**src/design/qepf_ram.sv**
```systemverilog
// generic single write, single read memory with registered read data
module qepf_ram #(
  parameter int WIDTH = 8,
  parameter int DEPTH = 16
) (
  input  logic                     clk,
  input  logic                     we,
  input  logic [$clog2(DEPTH)-1:0] waddr,
  input  logic [WIDTH-1:0]         wdata,
  input  logic [$clog2(DEPTH)-1:0] raddr,
  output logic [WIDTH-1:0]         rdata
);

  logic [WIDTH-1:0] mem [DEPTH];

  always_ff @(posedge clk) begin
    if (we) begin
      mem[waddr] <= wdata;
    end
    rdata <= mem[raddr];
  end

endmodule

```
**config.mk**
```make
export PLATFORM = sky130hd
export DESIGN_NAME = qepf_ram
export DESIGN_NICKNAME = d
export VERILOG_FILES = /design/src/design/qepf_ram.sv
export SDC_FILE = /design/constraint.sdc
export NUM_CORES = 1
export LEC_CHECK = 0
export CORE_ASPECT_RATIO = 0.8
export CORE_MARGIN = 10
export CORE_UTILIZATION = 56
export DETAILED_ROUTE_END_ITERATION = 16
export DONT_BUFFER_PORTS = 1
export PLACE_DENSITY = 0.71
export SYNTH_ARGS = -nofsm -noshare
export SYNTH_HDL_FRONTEND = slang
export SYNTH_SLANG_ARGS = --single-unit
```
**constraint.sdc**
```tcl
create_clock -name clk -period 2.1 [get_ports clk]
set_clock_uncertainty 0.15 [all_clocks]
set_input_delay 0.42 -clock clk [delete_from_list [all_inputs] [get_ports clk]]
set_output_delay 0.42 -clock clk [all_outputs]
set_load 0.05 [all_outputs]
```
Word-level counts from Yosys, hierarchy flattened
Memories as Yosys holds them, arrays and structs flattened. A register that Yosys moved wholly into a read port is not among the register bits.
Index checks and enable logic that the tools add are counted.
- mux-type cells: 2
- operators with widths (cell ; number):
    1-bit two-way mux ; 2
- flip-flop bits (word level): 0
- memory bits (writable): 128
- word-level logic and storage cells: 3
- memories: 1
- memory list (name ; words ; bits a word ; read ports ; clocked after memory_dff ; wr ports ; RTL line ; RTL):
    mem ; 16 ; 8 ; 1 ; 1 ; 1 ; 14 ; logic [WIDTH-1:0] mem [DEPTH];

Longest topological paths before layout
- word-level depth: 2
- mapped depth: 5

Worst setup path after synthesis
No wires, ideal clock.
- path kind: input to register
- start: in waddr[2]
- end: mem mem[0][0], enable pin
- library setup time: 383 ps
- arrival: 1530 ps
- required time: 1567 ps
- setup slack: 37 ps
- stages: 2
- buffers on the path: 0
- cell sequence: or3b_2 -> nor3_1
- RTL lines (element ; RTL line ; RTL):
    start: declaration ; 8 ; input logic [$clog2(DEPTH)-1:0] waddr,
    end: declaration ; 14 ;
Straight into the memory's write port.

Final worst setup path
- start: reg rdata[5] (read register of mem)
- end: out rdata[5]
- RTL lines (element ; RTL line ; RTL):
    start: declaration ; 11 ; output logic [WIDTH-1:0] rdata
No word-level cell between the ends.

==> qor.csv <==
metric,value,unit
outcome,"complete, no violations",
syn_inst,229,
r2r_slack,0.54,ns
fin_crit_sh,0.785,
r2r-start,mem[1][5],
drt_wl_total,9.92,mm
first_iter_violations,379,
synthTopCellsByArea,"edfxtp_1 75%, mux4_2 7.9%, mux4_1 7.1%, dfxtp_1 3.1%, a22oi_1 2.3%",
clock-root-buffer,clkbuf_16,
final.setup.tns,0,ns
critical_path_class,reg2out,
max_slew_margin,0.539,
die_area,13500,µm²
period_needed,1.65,ns
htreeDepth,4,
cp.depth,0,
io_buffers,0,
synth_top_area_cell,edfxtp_1,
yosysMostFrequentCell,edfxtp_1,
grt_pass1_wl,15.2,mm
die_h,106,µm
clk_latency,0.41,ns
clock.fmax,0.607,GHz
num_antenna_cells,0,
synth_seq_cells,136,
ys_seq_area_frac,0.778,
drt-vias-per-instance,6.09,
r2r_cells,3,
p_leak,2.02,nW
ys_async_sr_fraction,0,
cts_tree,done,
crit_fanout,1,
tightestPinTransition,0.689,ns
cts_resized,0,
vdd_drop_max,1050,µV
netlist_area,5150,µm²
syn_area_per_cell,22.5,µm²
start_util,0.572,
grt-ovfl-total,0,
drtPass1Iterations,4,
area.growth.synth_to_final,17.2,%
fin_nets,282,
rsz0062_at_grt,false,
ant_nets,0,
cp-start-kind,flip-flop,
cts.sinks,136,
drc_errors,0,
ys.warnings.count,0,
cts_buffer_depth,2,
synth_top_area_frac,0.747,
antenna_found_initial,0,
ios,26,
drive_gt1_frac,0.245,
synth_nets,247,
place_congestion,0.743,
drv_slew,0,
setup_violations,0,
hold_viol_final,0,
design.core.area,9000,µm²
dpl.hpwl,6.08,mm
hold_class,in2reg,
track_usage,0.157,
setup.worst_path.end,rdata[5],
post_drt_wl_per_cell,25.3,µm
dominantRegCellSynth,edfxtp_1,
cp-startpoint,rdata[5],
p_per_area,1050,nW/µm²
utilization,0.670,
clk_pin_slew_worst_paths,0.05,ns
crit_arrival,1.08,ns
crit_required,1.53,ns
synth.top_cells.by_count,"128 x edfxtp_1, 18 x mux4_2, 16 x a22oi_1, 14 x mux4_1, 13 x nor2_1",
end_kind,output port,
maxCapViolCount,0,
dieWidth,127,µm
grt_max_degree,33,
timing.rr.end,rdata[5],
grt_pass1_vias,2450,
rows,31,
yosysUniqueCellTypes,19,
cts_buffers,17,
vias,2387,
synth_edf_count,128,
-- timing repair --
item | 4_1_cts | 5_1_grt
hold endpoints to repair | 128 | 0
setup buffers | 0 | 0
hold buffers | 8 | 0
-- stage by stage --
| stage | setup slack [ns] | total power, mW | cell area [µm²] | instances | hold slack, ns |
|---|---|---|---|---|---|
| 2_1_floorplan | 0.0371 | 3.32 | 5150 | 229 | 0.369 |
| 3_3_place_gp | 0.397 | 3.35 | 5340 | 352 | 0.370 |
| 3_5_place_dp | 0.373 | 3.35 | 5340 | 352 | 0.370 |
| 4_1_cts | 0.409 | 6.40 | 6030 | 392 | 0.133 |
| 5_1_grt | 0.415 | 6.55 | 6030 | 392 | 0.148 |
| 6_report | 0.452 | 6.36 | 6030 | 392 | 0.155 |
-- metal layers --
metal	global-route usage	vias up	wire [µm]
met5	0	-	0
met4	0.0787	0	217
met3	0.0546	18	740
met2	0.214	96	4480
met1	0.219	1231	4480
li1	-	1042	-
-- logic make-up (layout without fill, tap and decap cells) --
family | after synthesis | after routing | synth area share
AND/OR/NAND/NOR | 35 | 35 | 0.0318
AO/OA/AOI/OAI | 16 | 16 | 0.0233
flip-flops | 136 | 136 | 0.778
buffers and inverters | 10 | 58 | 0.0168
multiplexers | 32 | 32 | 0.150
-- cells in the final DEF, fill, tap and decap left out --
| cell | instances |
|---|---|
| a22oi_1 | 16 |
| and2_1 | 1 |
| and2b_1 | 1 |
| buf_4 | 18 |
| bufinv_16 | 4 |
| clkbuf_1 | 1 |
| clkbuf_16 | 17 |
| clkinv_2 | 6 |
| clkinv_4 | 1 |
| clkinvlp_4 | 3 |
| dfxtp_1 | 8 |
| dlygate4sd3_1 | 8 |
| edfxtp_1 | 128 |
| mux4_1 | 14 |
| mux4_2 | 18 |
| nand2_1 | 9 |
| nand2b_1 | 2 |
| nand3_1 | 1 |
| nand3b_1 | 2 |
| nor2_1 | 13 |
| nor2b_1 | 1 |
| nor3_1 | 4 |
| or3b_2 | 1 |
-- state kept, by name, indices dropped and copies added, names as in the netlist --
signal and count:
mem 128, rdata 8
-- how the worst min path moves through the flow --
stage                        start  cells past startpoint          to  slack, ns
final                     raddr[1]                      3    rdata[7]       0.16
after detailed placement  wdata[0]                      0  mem[10][0]       0.37
after CTS                 raddr[1]                      3    rdata[1]       0.13
after global routing      raddr[1]                      3    rdata[7]       0.15
after global placement    wdata[0]                      0   mem[9][0]       0.37
after floorplan           wdata[0]                      0   mem[0][0]       0.37
-- power breakdown --
| part | total [mW] | internal [mW] | switching [mW] |
|---|---|---|---|
| Clock | 3.02 | 1.97 | 1.05 |
| Sequential | 3.12 | 3.04 | 0.0848 |
| Combinational | 0.218 | 0.104 | 0.114 |
| Total | 6.36 | 5.11 | 1.25 |
-- cell type report --
cell class                      count  area, µm²
Multi-Input combinational cell     83       1060
Tap cell                          115        144
Timing Repair Buffer               26        215
Fill cell                         575       2970
Clock inverter                     14        181
Clock buffer                       18        429
Sequential cell                   136       4000
No activity file was read; power rests on OpenSTA's default activity.
