===== config.mk =====
export PLATFORM = sky130hd
export DESIGN_NAME = qepf_dist
export DESIGN_NICKNAME = d
export VERILOG_FILES = /design/src/design/qepf_pkg.sv /design/src/design/qepf_dist.sv
export SDC_FILE = /design/constraint.sdc
export NUM_CORES = 2
export LEC_CHECK = 0
export BUFFER_PORTS_ARGS = -buffer_cell sky130_fd_sc_hd__buf_2
export CAP_MARGIN = 20
export CELL_PAD_IN_SITES_DETAIL_PLACEMENT = 0
export CELL_PAD_IN_SITES_GLOBAL_PLACEMENT = 2
export CORE_UTILIZATION = 30
export CTS_CLUSTER_DIAMETER = 150
export CTS_CLUSTER_SIZE = 24
export DETAILED_ROUTE_END_ITERATION = 10
export PLACE_DENSITY_LB_ADDON = 0.1
export SLEW_MARGIN = 20
export SYNTH_ARGS = -nofsm -noshare
export SYNTH_HDL_FRONTEND = slang
export SYNTH_SLANG_ARGS = --single-unit

===== constraint.sdc =====
create_clock -name clk -period 19.84 [get_ports clk]
set_clock_uncertainty 0.2 [all_clocks]
set_input_delay 0.992 -clock clk [delete_from_list [all_inputs] [get_ports clk]]
set_output_delay 0.992 -clock clk [all_outputs]
set_load 0.005 [all_outputs]

===== src/design/qepf_pkg.sv =====
// shared types, widths and constants for the quadrant extreme point finder
package qepf_pkg;

  localparam int COORD_W = 24;
  localparam int SUM_W = 32;
  localparam int THR_W = 52;
  localparam int MAG_W = 24;
  localparam int PROD_W = 2 * MAG_W;
  localparam int DIST_W = PROD_W + 2;
  localparam int NUM_QUAD = 4;

  localparam int MAX_POINTS_DEF = 128;

  // 0.1 with 24 fraction bits
  localparam logic [THR_W-1:0] MIN_DIST_SQ_RESET = 52'd1677722;

  localparam logic signed [COORD_W-1:0] COORD_MAX = 24'sh7FFFFF;
  localparam logic signed [COORD_W-1:0] COORD_MIN = -24'sh800000;

  typedef logic signed [COORD_W-1:0] coord_t;

  typedef struct packed {
    logic              skip;
    logic [1:0]        quad;
    logic [DIST_W-1:0] dist_sq;
  } dist_res_t;

endpackage


===== src/design/qepf_dist.sv =====
// squared distance unit: one shared multiplier, three squares accumulated
module qepf_dist (
  input  logic                clk,
  input  logic                rst,
  input  logic                start,
  input  qepf_pkg::coord_t    px,
  input  qepf_pkg::coord_t    py,
  input  qepf_pkg::coord_t    pz,
  input  qepf_pkg::coord_t    cx,
  input  qepf_pkg::coord_t    cy,
  input  qepf_pkg::coord_t    cz,
  output logic                done,
  output qepf_pkg::dist_res_t res
);

  localparam int MAG_W = qepf_pkg::MAG_W;
  localparam int PROD_W = qepf_pkg::PROD_W;
  localparam int DIST_W = qepf_pkg::DIST_W;
  localparam logic [1:0] STEP_LAST = 2'd3;

  function automatic logic [MAG_W-1:0] mag_of(input logic signed [MAG_W:0] d);
    logic signed [MAG_W:0] a;
    begin
      a = d[MAG_W] ? -d : d;
      return a[MAG_W-1:0];
    end
  endfunction

  logic signed [MAG_W:0] dx;
  logic signed [MAG_W:0] dy;
  logic signed [MAG_W:0] dz;
  logic                  active;
  logic [1:0]            step;
  logic [MAG_W-1:0]      mag [3];
  logic [PROD_W-1:0]     prod;
  logic [DIST_W-1:0]     acc;
  logic [1:0]            quad;
  logic                  skip;

  assign dx = {px[MAG_W-1], px} - {cx[MAG_W-1], cx};
  assign dy = {py[MAG_W-1], py} - {cy[MAG_W-1], cy};
  assign dz = {pz[MAG_W-1], pz} - {cz[MAG_W-1], cz};

  assign res.skip = skip;
  assign res.quad = quad;
  assign res.dist_sq = acc;

  always_ff @(posedge clk) begin
    if (rst) begin
      active <= 1'b0;
      done <= 1'b0;
    end else begin
      done <= 1'b0;
      if (start) begin
        active <= 1'b1;
      end else if (active && step == STEP_LAST) begin
        active <= 1'b0;
        done <= 1'b1;
      end
    end
  end

  always_ff @(posedge clk) begin
    if (start) begin
      mag[0] <= mag_of(dx);
      mag[1] <= mag_of(dy);
      mag[2] <= mag_of(dz);
      // bit 0 set on the minus x side, bit 1 on the minus z side
      quad <= {!(pz > cz), !(px > cx)};
      skip <= (px == cx) || (pz == cz);
      step <= '0;
      acc <= '0;
    end else if (active) begin
      step <= step + 1'b1;
      prod <= mag[0] * mag[0];
      mag[0] <= mag[1];
      mag[1] <= mag[2];
      if (step != 2'd0) begin
        acc <= acc + DIST_W'(prod);
      end
    end
  end

endmodule


# == After elaboration in Yosys (flattened, before gate mapping) ==
# Memories as Yosys holds them, arrays and structs flattened.
# Index checks and enable logic that the tools add are counted.
# totals
word_cells,47
ff_bits,105
memories,1
input_bits,147
ramBits,72
# classes
addsub,8
mul,1
mux,13
n_lt_le_gt_ge,2
n_reduce_logical,9
bitwise,3
n_eq_ne,3
# memory_table
memory,words,width,rd,rd_clocked_by_memory_dff,write_ports,line,source
mag,3,24,3,0,3,qepf_dist.sv:34,logic [MAG_W-1:0] mag [3];
# op_table
cell,count
$mux W24,5
$sub A24 B24 Y25,3
$neg A24 Y24,3
$add A50 B48 Y50,1
$eq A24 B24 Y1,2
$gt A24 B24 Y1,2
$mul A24 B24 Y48,1
$mux W1,8
$reduce_and A2 Y1,2
$reduce_bool A2 Y1,2
$add A2 B1 Y2 const B,1
$eq A2 B2 Y1 const B,1
$logic_not A1 Y1,2
$or A1 B1 Y1,2
$reduce_or A2 Y1,1
$logic_and A1 B1 Y1,1
$logic_or A1 B1 Y1,1
$not A1 Y1,1

# == Longest topological paths before layout ==
# logic_depth
depth_word,4
mapped_depth,28

# == Least setup slack after synthesis ==
# Ideal clock, no wire load.
# synth_path
path_kind,register to register
start,mem mag[0][17]
end,reg prod[47] (data pin)
arrival_ns,7.160
period_less_slack_ns,7.620
required_ns,19.380
stages_incl_launch_ff,27
slack_ns,12.220
setup_time_ns,0.260
n_path_buf,2
path_cell_list,edfxtp_1 clkbuf_1 clkbuf_1 nand2_1 fa_1 inv_1 fa_1 fa_1 inv_1 fa_1 inv_1 fa_1 fa_1 inv_1 fa_1 inv_1 ha_1 nand3_1 or4_1 o2bb2ai_2 o311ai_1 a211o_1 a32oi_2 a41o_1 a31oi_1 o31ai_2 xnor2_1
# synth_lines
element,line,source
"start, declared",qepf_dist.sv:34,
"end signal, assigned",qepf_dist.sv:75,prod <= mag[0] * mag[0];
"end, declared",qepf_dist.sv:35,logic [PROD_W-1:0] prod;

==> impl_metrics.csv <==
group,metric,value,unit
floorplanning,die_h,324,µm
route,drc_errors,0,
critical_path,path_buf_inv,8,
floorplanning,start_util,30.4,%
route,routedWlPerCell,18.3,µm
clocking,clk_pin_slew,0.08,ns
synth,yosys_most_used_dff,"edfxtp_1",
synth,syn_inst,3572,
placed_design,placement.io_buffers,200,
clocking,htreeDepth,4,
timing,relSlewSlack,27.2,%
route,firstDrtPassIters,5,
floorplanning,dieWidth,324,µm
route,drt_first_iter_violations,1051,
critical_path,max_stage_delay,1.07,ns
critical_path,required,19.87,ns
clocking,cts_sinks,176,
critical_path,crit_type,"reg2reg",
timing,min_period,8.64,ns
timing,tightest_slew,1.09,ns
placed_design,dpl.cell_count,5044,
synth,ys_seq_area_share,15.3,%
synth,synth_fp_nets,4447,
clocking,cts_resized,0,
placed_design,dp_slack,10.98,ns
critical_path,path_max_fanout,23,
critical_path,path_delay_family,"adder cells",
synth,syn_area_per_cell,8.69,µm²
grt,grt_pass1_wl,147000,µm
floorplanning,num_rows,117,
layout,nNetsFinal,4570,
floorplanning,ios,201,
timing,max_freq,116,MHz
placed_design,hpwl,75800,µm
critical_path,arrival,8.67,ns
route,drt_wl_total,93000,µm
floorplanning,design.core.area,0.102,mm²
clocking,clockBufferDepth,2,
timing,hold_ws,0.279,ns
timing,fin_crit_sh,43.6,%
layout,drive_gt1_share,8.71,%
worst_hold_path,hp-class,"reg2reg",
clocking,cts_buffers,17,
synth,yosysTopAreaCellShare,27.5,%
synth,synthDistinctLibCells,95,
run_status,status,"completed",
synth,synth_area_leaders,"fa_1 (28%), ha_1 (12%), edfxtp_1 (12%)",
synth,synth_edf_count,122,
floorplanning,die_area,0.105,mm²
grt,antenna_found_initial,2,
layout,syn_to_final_growth,9.81,%
clocking,postCtsSetupBuffers,0,
grt,grt_max_degree,69,
timing,rsz0062_at_grt,"false",
synth,synthesis.area,0.0310,mm²
grt,globalRouteOverflowTotal,0,
timing,worst_slack,11.20,ns
timing,setup_viol,0,
placed_design,place.gp.congestion,0.816,
synth,synth_warnings,0,
clocking,cts_tree,"done",
grt,first_global_vias,25600,
timing,finalSetupTns,0,ns
route,via_per_inst,4.71,
clocking,cts_hold_buf,0,
critical_path,cp-end-kind,"register",
synth,async_reset_ff_share,0,%
layout,fin_cells,5076,
clocking,clk_latency,0.49,ns
timing,hold_viol,0,
layout,diodes,0,
synth,synth_area_leader_cell,"fa_1",
critical_path,critPathSlowestCell,"edfxtp_1",
critical_path,start_kind,"register",
grt,grt_usage,18.2,%
timing,finalMaxSlewViolations,0,
route,vias,23900,
route,ant_nets,0,
critical_path,cp_common_cell,"inv_1",
clocking,clockRootBuffer,"clkbuf_16",
synth,synth_seq_cells,176,
run,cap_violations,0,
-- synth_stat cells, types with 6 or more instances --
master / n
inv_1: 725
nor2b_1: 19
and2_1: 138
o31ai_1: 10
or3_1: 13
nor4b_1: 6
o21bai_1: 23
a31oi_1: 33
a211oi_1: 24
xor2_1: 63
o21ai_0: 118
o21ai_1: 10
fa_1: 427
nand3_1: 69
a2111oi_0: 9
dfxtp_1: 54
nand2b_1: 25
clkbuf_1: 114
nand2_1: 329
and3_1: 25
o21a_1: 17
a21o_1: 82
a221oi_1: 9
nand4_1: 25
or4_1: 6
nor2_1: 183
a211o_1: 7
a21oi_1: 222
ha_1: 301
buf_2: 9
o2111ai_1: 8
nor4_1: 12
nor3_1: 45
o211ai_1: 16
mux2i_1: 10
or2_2: 13
edfxtp_1: 122
xnor2_1: 134
-- logic make-up (layout without fill, tap and decap cells) --
logic type               Yosys count  count (layout)  synth area share, %
AND/OR/NAND/NOR                  942             942                 14.9
XOR/XNOR                         197             197                 5.56
AO/OA/AOI/OAI                    661             661                 13.7
flip-flops                       176             176                 15.3
multiplexers                      14              14                0.468
buffers and inverters            854             990                 10.4
adder cells (fa/ha/maj)          728             728                 39.7
-- layout make-up --
class	count	area (µm²)
Inverter	725	2720
Clock buffer	19	443
Timing Repair Buffer	233	1270
Clock inverter	13	123
Tap cell	1368	1710
Multi-Input combinational cell	2542	23100
Fill cell	11000	68100
Sequential cell	176	4740
-- per-stage QoR --
stage | area [µm²] | util [%]
after floorplan | 31000 | -
after global placement | 33500 | 32.8
after detailed placement | 33500 | 32.8
after CTS | 34100 | 33.4
after global routing | 34100 | 33.4
final | 34100 | 33.4
-- worst paths after layout --
kind	startpoint	to	slack, ns	cells after the start
min	acc[0]$_SDFFE_PP0P_	acc[0]$_SDFFE_PP0P_	0.28	2
min reg2reg	acc[0]$_SDFFE_PP0P_	acc[0]$_SDFFE_PP0P_	0.28	2
max	mag[0][8]$_DFFE_PP_	prod[47]$_DFFE_PP_	11.20	26
max reg2reg	mag[0][8]$_DFFE_PP_	prod[47]$_DFFE_PP_	11.20	26
-- registers in the layout, indices dropped and copies added (netlist names) --
signal  count
mag        72
quad        2
prod       47
step        2
done        1
skip        1
active      1
acc        50
-- tightest hold or removal path: cells and delay by family, from the launching register on --
| kind | cells | cell delay (ns) |
|---|---|---|
| compound gates | 1 | 0.05 |
| flops | 1 | 0.33 |
| simple gates | 1 | 0.06 |
-- layout by cell type (no fill, tap or decap), drive strengths merged, types with 14 or more instances in the layout --
cell | netlist | layout
nand3 | 70 | 70
nand2 | 329 | 329
buf | 14 | 233
nor4 | 19 | 19
o21a | 17 | 17
nor3 | 46 | 46
nor2 | 183 | 183
fa | 427 | 427
ha | 301 | 301
xnor2 | 134 | 134
clkbuf | 115 | 19
and3 | 25 | 25
nand2b | 25 | 25
nand4 | 25 | 25
o21bai | 23 | 23
and2 | 139 | 139
edfxtp | 122 | 122
dfxtp | 54 | 54
a21o | 82 | 82
o211ai | 17 | 17
nor2b | 19 | 19
o21ai | 129 | 129
a211oi | 27 | 27
inv | 725 | 735
o31ai | 14 | 14
a21oi | 225 | 225
a31oi | 33 | 33
xor2 | 63 | 63
-- layer usage --
metal  track usage, %  wire [µm]
met5                0          0
met4             2.77        866
met3             1.36       1720
met2             33.5      48600
met1             23.5      41800
Power is left out: the tool's default activity adds up to more than one toggle a clock period on the data nets, which glitch-free logic cannot reach.
