## config.mk

```make
export PLATFORM = sky130hd
export DESIGN_NAME = qepf_div
export DESIGN_NICKNAME = d
export VERILOG_FILES = /design/src/design/qepf_pkg.sv /design/src/design/qepf_div.sv
export SDC_FILE = /design/constraint.sdc
export NUM_CORES = 1
export LEC_CHECK = 0
export BUFFER_PORTS_ARGS = -buffer_cell sky130_fd_sc_hd__clkbuf_2
export CAP_MARGIN = 20
export CORE_ASPECT_RATIO = 0.6
export CORE_UTILIZATION = 25
export DETAILED_ROUTE_END_ITERATION = 8
export PLACE_DENSITY_LB_ADDON = 0.2
export SETUP_SLACK_MARGIN = 0.02
export SLEW_MARGIN = 20
export SYNTH_ARGS = -nofsm -noshare
export SYNTH_HDL_FRONTEND = slang
export SYNTH_SLANG_ARGS = --single-unit
```

## constraint.sdc

```tcl
create_clock -name clk -period 3.9 [get_ports clk]
set_input_delay 0.195 -clock clk [delete_from_list [all_inputs] [get_ports clk]]
set_output_delay 0.195 -clock clk [all_outputs]
set_load 0.1 [all_outputs]
```

## src/design/qepf_pkg.sv

```systemverilog
// shared types, widths and constants for the quadrant extreme point finder
package qepf_pkg;

  localparam int COORD_W = 24;
  localparam int SUM_W = 32;
  localparam int THR_W = 52;
  localparam int MAG_W = 24;
  localparam int PROD_W = 2 * MAG_W;
  localparam int DIST_W = PROD_W + 2;
  localparam int NUM_QUAD = 4;

  localparam int MAX_POINTS_DEF = 128;

  // 0.1 with 24 fraction bits
  localparam logic [THR_W-1:0] MIN_DIST_SQ_RESET = 52'd1677722;

  localparam logic signed [COORD_W-1:0] COORD_MAX = 24'sh7FFFFF;
  localparam logic signed [COORD_W-1:0] COORD_MIN = -24'sh800000;

  typedef logic signed [COORD_W-1:0] coord_t;

  typedef struct packed {
    logic              skip;
    logic [1:0]        quad;
    logic [DIST_W-1:0] dist_sq;
  } dist_res_t;

endpackage

```

## src/design/qepf_div.sv

```systemverilog
// iterative signed sum by count divider, one quotient bit a cycle, saturated result
module qepf_div #(
  parameter int CNT_W = 8
) (
  input  logic                           clk,
  input  logic                           rst,
  input  logic                           start,
  input  logic [qepf_pkg::SUM_W-1:0]     dividend,
  input  logic [CNT_W-1:0]               divisor,
  output logic                           done,
  output qepf_pkg::coord_t               quotient
);

  localparam int SUM_W = qepf_pkg::SUM_W;
  localparam int ITER_W = $clog2(SUM_W);
  localparam logic [ITER_W-1:0] ITER_LAST = ITER_W'(SUM_W - 1);
  localparam logic [SUM_W-1:0] NEG_LIMIT = SUM_W'(32'h0080_0000);
  localparam logic [SUM_W-1:0] POS_LIMIT = SUM_W'(32'h007F_FFFF);

  logic              active;
  logic              finish;
  logic [ITER_W-1:0] bit_cnt;
  logic [SUM_W-1:0]  quo;
  logic [CNT_W-1:0]  rem;
  logic [CNT_W-1:0]  dvs;
  logic              neg;
  logic [CNT_W:0]    trial;
  logic [CNT_W:0]    diff;
  logic              take;

  assign trial = {rem, quo[SUM_W-1]};
  assign diff = trial - {1'b0, dvs};
  assign take = (trial >= {1'b0, dvs});

  always_ff @(posedge clk) begin
    if (rst) begin
      active <= 1'b0;
      finish <= 1'b0;
      done <= 1'b0;
    end else begin
      done <= 1'b0;
      if (start) begin
        active <= 1'b1;
      end else if (active && bit_cnt == ITER_LAST) begin
        active <= 1'b0;
        finish <= 1'b1;
      end else if (finish) begin
        finish <= 1'b0;
        done <= 1'b1;
      end
    end
  end

  always_ff @(posedge clk) begin
    if (start) begin
      neg <= dividend[SUM_W-1];
      quo <= dividend[SUM_W-1] ? (~dividend + 1'b1) : dividend;
      rem <= '0;
      dvs <= divisor;
      bit_cnt <= '0;
    end else if (active) begin
      bit_cnt <= bit_cnt + 1'b1;
      if (take) begin
        rem <= diff[CNT_W-1:0];
        quo <= {quo[SUM_W-2:0], 1'b1};
      end else begin
        rem <= trial[CNT_W-1:0];
        quo <= {quo[SUM_W-2:0], 1'b0};
      end
    end
    if (finish) begin
      // empty set reads as zero, otherwise truncate toward zero and clamp
      if (dvs == '0) begin
        quotient <= '0;
      end else if (neg) begin
        if (quo > NEG_LIMIT) begin
          quotient <= qepf_pkg::COORD_MIN;
        end else begin
          quotient <= -$signed(quo[qepf_pkg::COORD_W-1:0]);
        end
      end else begin
        if (quo > POS_LIMIT) begin
          quotient <= qepf_pkg::COORD_MAX;
        end else begin
          quotient <= $signed(quo[qepf_pkg::COORD_W-1:0]);
        end
      end
    end
  end

endmodule

```

# Word level (Yosys, flattened, before mapping)

Index checks and enable logic that the tools add are counted.

Add/subtract/negate cells: 4
Order comparisons: 3
Eq/ne operators: 1
Mux-type cells: 12
Bitwise gates (word level): 1
Reductions and logical operators: 5

Operator list:

| operator              | number |
|---|---|
| $mux 32               | 3 |
| $mux 24               | 3 |
| $add 32x1->32 const B | 1 |
| $gt 32x23->1 const B  | 1 |
| $gt 32x24->1 const B  | 1 |
| $not 32->32           | 1 |
| $neg 24->24           | 1 |
| $ge 9x8->1            | 1 |
| $logic_not 8->1       | 1 |
| $mux 8                | 1 |
| $sub 8x8->8           | 1 |
| $add 5x1->5 const B   | 1 |
| $eq 5x5->1 const B    | 1 |
| $mux 1                | 5 |
| $reduce_bool 2->1     | 2 |
| $reduce_or 3->1       | 1 |
| $logic_and 1x1->1     | 1 |

Flip-flop bits (word level): 81
Input bits: 43

# Longest topological paths before layout

Gate-level depths: netlist of the first run.

Depth in word-level cells: 4
Mapped depth: 9
Depth with buffers taken out: 8

# Worst setup path after synthesis of the first run

No wires, ideal clock.

Path type: register to register
From: register quo[0]
To: register quotient[19] (data pin)
Setup time: 170 ps
Data arrival time: 2092 ps
Data required time: 3730 ps
Path slack: 1638 ps
Cell stages (with the launch flop): 10
Clock period less this slack: 2262 ps
Cell sequence: edfxtp_1 inv_1 ha_1 or3b_1 buf_2 nor3_4 and4_1 o31ai_2 buf_6 nor4_2

Word-level cells in the longest chain between the ends: 3
Elaborated cells on any way between the ends: 6
Classes of those cells: 1 x add/sub; 2 x order compare; 3 x mux

Ends and longest elaborated chain:

| what                                 | line                           | RTL |
|---|---|---|
| start: declaration                   | qepf_div.sv:23                 | `logic [SUM_W-1:0] quo;` |
| start signal: assignment             | qepf_div.sv:57                 | `quo <= dividend[SUM_W-1] ? (~dividend + 1'b1) : dividend;` |
| start signal: assignment             | qepf_div.sv:65                 | `quo <= {quo[SUM_W-2:0], 1'b1};` |
| start signal: assignment             | qepf_div.sv:68                 | `quo <= {quo[SUM_W-2:0], 1'b0};` |
| $gt 32x23->1 (tied with other cells) | qepf_div.sv:82                 | `if (quo > POS_LIMIT) begin` |
| $mux 24, on equally long branches    | qepf_div.sv:82, qepf_div.sv:76 |  |
| $mux 24 (*)                          | qepf_div.sv:75                 | `end else if (neg) begin` |
| end signal: assignment               | qepf_div.sv:77                 | `quotient <= qepf_pkg::COORD_MIN;` |
| end signal: assignment               | qepf_div.sv:83                 | `quotient <= qepf_pkg::COORD_MAX;` |
| end signal: assignment               | qepf_div.sv:85                 | `quotient <= $signed(quo[qepf_pkg::COORD_W-1:0]);` |
| end: declaration                     | qepf_div.sv:11                 | `output qepf_pkg::coord_t quotient` |

Mark *: on every way between the ends. The rest lies on a longest branch, timed or not.
A chain may end at the register's enable or synchronous reset.

# Final worst setup path of the first run

From: register quo[0]
To: register quotient[4] (data pin)

The elaborated chain is that of the path after synthesis.

==> results of run 1 <==
[per-stage QoR]
step | instance area, um^2 | total power [uW] | utilization [%] | setup slack (ns)
detailed placement | 5570 | 1440 | 29.0 | 1.25
global route | 5830 | 2300 | 30.3 | 1.10
global placement | 5570 | 1440 | 29.0 | 1.38
floorplan | 4950 | 1310 | - | 1.64
finish | 5830 | 2190 | 30.3 | 1.23
CTS | 5830 | 2210 | 30.3 | 1.23
[layout make-up]
class	instances	area [um^2]
multi-input cells	391	2490
clock buffers	9	225
clock inverters	7	37.5
fillers	2060	13400
repair buffers	75	395
flip-flops and latches	81	2270
inverters	21	78.8
well taps	266	333
[state kept, by name (all words and copies together) (netlist names)]
register and flops:
rem 8, quotient 24, done 1, quo 32
finish 1, dvs 8, neg 1, active 1
bit_cnt 5
[final timing paths]
path,from,end,depth (start not counted)
min reg2reg,finish$_SDFFE_PP0N_,done$_SDFF_PP0_,2
min,divisor[0],dvs[0]$_DFFE_PP_,1
max reg2reg,quo[0]$_DFFE_PP_,quotient[4]$_SDFFCE_PN0P_,8
max,quo[0]$_DFFE_PP_,quotient[4]$_SDFFCE_PN0P_,8
[critical path: stages (launching register included)]
cell and delay (ns):
edfxtp_1 0.43, inv_1 0.08, ha_1 0.17, or3b_1 0.51, nor3_4 0.38, and4_1 0.30
o31ai_2 0.07, buf_4 0.22, a311oi_1 0.30
[kinds of logic after synthesis]
| group | Yosys count | synth area share [%] |
|---|---|---|
| AND/OR/NAND/NOR | 202 | 20.9 |
| XOR/XNOR | 34 | 6.01 |
| buffers and inverters | 48 | 3.91 |
| adder cells (fa/ha/maj) | 13 | 3.43 |
| flip-flops | 81 | 45.9 |
| multiplexers | 4 | 0.833 |
| AO/OA/AOI/OAI | 138 | 19.0 |
[placed cells by master, fill, tap and decap left out, drive strengths merged, types with 14 or more instances in the layout]
master,n
o31ai,14
clkbuf,76
nand2,31
xor2,28
nor4,14
nor3,14
a21oi,52
nor2,74
a311oi,15
dfxtp,16
nand3,16
o21ai,15
edfxtp,65
inv,21
[power breakdown]
part | leakage, uW | switching (uW) | internal (uW)
logic | 0.00124 | 209 | 136
clock network | 0.000128 | 335 | 423
registers | 0.000751 | 82.4 | 1010
total | 0.00211 | 627 | 1570
[routing by layer]
layer | up-vias | share of wire, % | GRT usage, %
li1 | 2101 | - | -
met4 | 0 | 0.84 | 2.94
met1 | 2024 | 57 | 24.7
met5 | - | 0 | 0
met3 | 12 | 7.6 | 3.58
met2 | 144 | 34 | 16.1
==> run summary, run 1 <==
Sequential share of the synthesized area: 45.9%
Yosys top cell area share: 39.4%
Ys async rst share: 0%
Post-Syn Instances: 520
FF-to-FF setup slack: 1.23 ns
Vias in the first global route: 3832
Die Y: 111 um
Sink Count: 81
Post-CTS Resized: 0
Top cells by count, synth: nor2_1, edfxtp_1, a21oi_1
Setup Viol. Count Final: 0
CTS Buf Count: 9
Final wirelength: 14200 um
Area growth syn-to-layout: 17.7%
Post-CTS Setup Bufs: 0
Drt pass-1 iters: 4
Initial antenna violation count: 0
Post-DP HPWL: 10500 um
ANT nets after route: 0
Critical path fanouts, max: 20
Port Buffer Count: 67
HP Class: in2reg
Headroom to the max-slew limit: 46.7%
Top FF cell, synth: edfxtp_1
Wire per inst: 16.7 um
Initial Util: 25.8%
Skew-Pair Late Insertion Delay: 0.33 ns
Slew @ Worst Pin: 0.799 ns
Via Count: 4281
Core Rows: 39
Antenna Cells: 0
EDFF count, synth: 65
Root buf cell: clkbuf_16
FMAX: 375 MHz
Final Hold Fails: 0
CP Data Arrival Time: 2.81 ns
Non-filler cells in the finished layout: 850
Synth area leader: edfxtp_1
Die Footprint: 20400 um^2
DR vias/cell: 5.04
Worst hold slack: 0.0430 ns
Count of different cell masters after synthesis: 62
Global-route wire length before repair: 22000 um
H-tree depth: 3
Ports: 68
MaxCap Viol Count: 0
Worst VDD drop: 0.000176 V
Pwr/cell area: 376 nW/um^2
Pin count of the biggest net entering global routing: 42
Post-synthesis net count: 576
Synthesized area per cell: 9.53 um^2
DRT iter0 DRCs: 404
Min Tclk post-route: 2.67 ns
DRC: 0
Die width: 184 um
Layout cells sized above 1: 17.8%
RD Place Congestion: 0.848
Final Net Count: 635
Endpoint class of the critical path: register
Data required time of the worst path: 4.04 ns
Yosys reg bits: 81
RSZ-0062 raised after global routing: no
Dominant cells by area after synthesis: edfxtp_1, dfxtp_1, nor2_1
Layout Skew: 0.00754 ns
Synth warn: 0
Cells after DPL: 834
CP Launch Type: register
LEAKAGE: 0.00211 uW
Final period utilization: 68.3%
Slew Limit Fails: 0
Remaining global-route overflow: 0
Longest Clk Path Bufs: 2
Top-count cell post-synth: nor2_1
CTS tree: built
Fin Setup TNS: 0 ns
Total core area: 19200 um^2
Status: completed
Critical path class: reg2reg
Synth Cell Area: 4950 um^2
Clock-pin slew on the worst setup and hold paths: 0.06 ns
CTS hold repair buffers: 0
GRT Util Overall: 14.2%
Note: power is estimated with default switching activity, not from simulation.
==> run 2: changes to the inputs <==
ABC_AREA = 1   (was default)
clock period = 2.35 ns   (was 3.9 ns; I/O delays follow)
==> run 2 against run 1 <==
  * Non-clock buffer count increased by 18
  * Clock-buffer cell count grew 2
  * Clock power grew 99%
  * Register-to-register slack worse by 0.95 ns
  * Global-route usage rose by 0.83 points
  * Sequential share of layout area down 3.4 points
  * Critical endpoint is now quotient[8]$_SDFFCE_PN0P_
==> run summary, run 2 <==
Status: completed
Slew @ Worst Pin: 0.703 ns
Layout Skew: 0.0123 ns
Biggest regs: quo x32, quotient x24
Final Hold Fails: 0
Synth area leader: edfxtp_1
CP Launch Type: register
Wire per inst: 14.9 um
Total core area: 20300 um^2
CP Data Arrival Time: 2.23 ns
CP delay by family, top: simple AND/OR/NAND/NOR gates
Skew-Pair Late Insertion Delay: 0.34 ns
DRT iter0 DRCs: 409
Worst VDD drop: 0.000382 V
ANT nets after route: 0
Slew Limit Fails: 0
Slowest cell on the critical path: edfxtp_1
Clock-pin slew on the worst setup and hold paths: 0.07 ns
RD Place Congestion: 0.920
Synthesized area per cell: 7.51 um^2
DRC: 0
Sequential share of the synthesized area: 43.2%
Final period utilization: 87.8%
Global-route wire length before repair: 25000 um
DR vias/cell: 4.49
Root buf cell: clkbuf_16
RSZ-0062 raised after global routing: no
Drt pass-1 iters: 5
Endpoint class of the critical path: register
Top-count cell post-synth: nand2_1
GRT Util Overall: 15.0%
Die width: 189 um
Power Total: 3950 uW
Placement Setup Slack: 0.280 ns
Most used cell, CP: nor2_4
Setup Viol. Count Final: 0
Die Footprint: 21600 um^2
Fin Setup TNS: 0 ns
Min Tclk post-route: 2.06 ns
Dominant cells by area after synthesis: edfxtp_1, nand2_1, nand3_1
Layout cells sized above 1: 14.2%
Top cells by count, synth: nand2_1, nor2_1, inv_1
FILL cells: 2255
Post-DP HPWL: 12400 um
Post-Syn Instances: 700
Initial antenna violation count: 0
Antenna Cells: 0
Ports: 68
Commonest non-fill, non-tap cell in the layout: nand2_1
Count of different cell masters after synthesis: 36
FMAX: 484 MHz
LEAKAGE: 0.00276 uW
Sink Count: 81
Setup ws final: 0.286 ns
Synth warn: 0
Ys async rst share: 0%
Pin count of the biggest net entering global routing: 29
MaxCap Viol Count: 0
Pwr/cell area: 617 nW/um^2
Via Count: 4778
Port Buffer Count: 67
Worst path bufs/invs: 1
Area after DPL: 5990 um^2
Area growth syn-to-layout: 21.5%
Top reg by flops: quo
EDFF count, synth: 65
Max FFs per register: 32
HP Class: in2reg
Post-synthesis net count: 756
Headroom to the max-slew limit: 53.1%
CTS tree: built
Critical path fanouts, max: 19
Longest Clk Path Bufs: 2
Yosys top cell area share: 37.1%
Data required time of the worst path: 2.51 ns
Final wirelength: 15800 um
Max incr delay on CP: 0.42 ns
Critical path class: reg2reg
Vias in the first global route: 4403
Final Net Count: 842
Final Cell Area: 6390 um^2
Most frequent cells in the layout: nand2_1, nor2_1, inv_1
Top FF cell, synth: edfxtp_1
Core Rows: 40
Synth Cell Area: 5260 um^2
Remaining global-route overflow: 0
CP Cell Sequence: inv_1, ha_1, nand3_2, nor2_4, nand2_2, nor2_4, nor2_4, nor2_8, nand2_1, a21oi_1
CTS Buf Count: 9
Yosys reg bits: 81
Initial Util: 25.9%
Die Y: 114 um
H-tree depth: 3
## run 2: changes by cell type after synthesis, moves of 11 or more
cell,before,now
nand2_1,31,174
o21ai_0,14,65
nand3_1,16,76
o31ai_1,13,2
or3_1,12,0
nor4_1,13,2
a311oi_1,14,0
nor2_1,74,88
inv_1,21,78
a21oi_1,52,26
## run 2: final timing paths
path | startpoint | end | slack [ns] | depth (start not counted)
setup / recovery | quo[1]$_DFFE_PP_ | quotient[8]$_SDFFCE_PN0P_ | 0.29 | 10
hold / removal | start | dvs[7]$_DFFE_PP_ | 0.05 | 1
setup reg to reg | quo[1]$_DFFE_PP_ | quotient[8]$_SDFFCE_PN0P_ | 0.29 | 10
hold reg to reg | rem[5]$_SDFFE_PP0P_ | rem[5]$_SDFFE_PP0P_ | 0.49 | 2
## run 2: final cells by class
| class | instances | area, um^2 | area share (%) |
|---|---|---|---|
| Inverter | 81 | 304 | 4.76 |
| Clock buffer | 11 | 233 | 3.64 |
| Tap cell | 273 | 342 | 5.34 |
| Sequential cell | 81 | 2270 | 35.6 |
| Timing Repair Buffer | 93 | 553 | 8.65 |
| Clock inverter | 5 | 81.3 | 1.27 |
| Multi-Input combinational cell | 520 | 2610 | 40.8 |
## run 2: per-stage QoR
| stage | cells | utilization [%] | hold WS, ns |
|---|---|---|---|
| CTS | 1064 | 31.5 | 0.0537 |
| global route | 1064 | 31.5 | 0.0548 |
| floorplan | 700 | - | 0.190 |
| global placement | 1039 | 29.5 | 0.298 |
| finish | 1064 | 31.5 | 0.0503 |
| detailed placement | 1039 | 29.5 | 0.299 |
## run 2: kinds of logic after synthesis
logic type,count (synthesis),share of synthesized area [%]
compound gates,106,10.8
xor+xnor,33,5.50
fa+ha+maj,13,3.24
buf+inv,99,7.23
flops,81,43.2
simple gates,368,30.1
## run 2: metal layers
layer | wire, um | part of all wire, % | GRT usage [%] | up-vias
met1 | 9290 | 59 | 25.2 | 2145
met2 | 5570 | 35 | 18.8 | 129
met3 | 898 | 5.7 | 3.10 | 8
li1 | - | - | - | 2496
met4 | 77 | 0.49 | 2.47 | 0
met5 | 0 | 0 | 0 | -
## run 2: repair_timing
| item | 4_1_cts | 5_1_grt |
|---|---|---|
| hold buffers | 9 | 0 |
| setup buffers | 0 | 0 |
| endpoints found under the setup margin | 0 | 0 |
| endpoints found under the hold margin | 10 | 0 |
| gates resized for setup | 0 | 0 |
## run 2: report_power, final
part / switching (uW) / leakage, uW / internal [uW]
registers: 103 / 0.000761 / 1660
logic: 425 / 0.00185 / 244
clock network: 578 / 0.000150 / 932
total: 1110 / 0.00276 / 2840
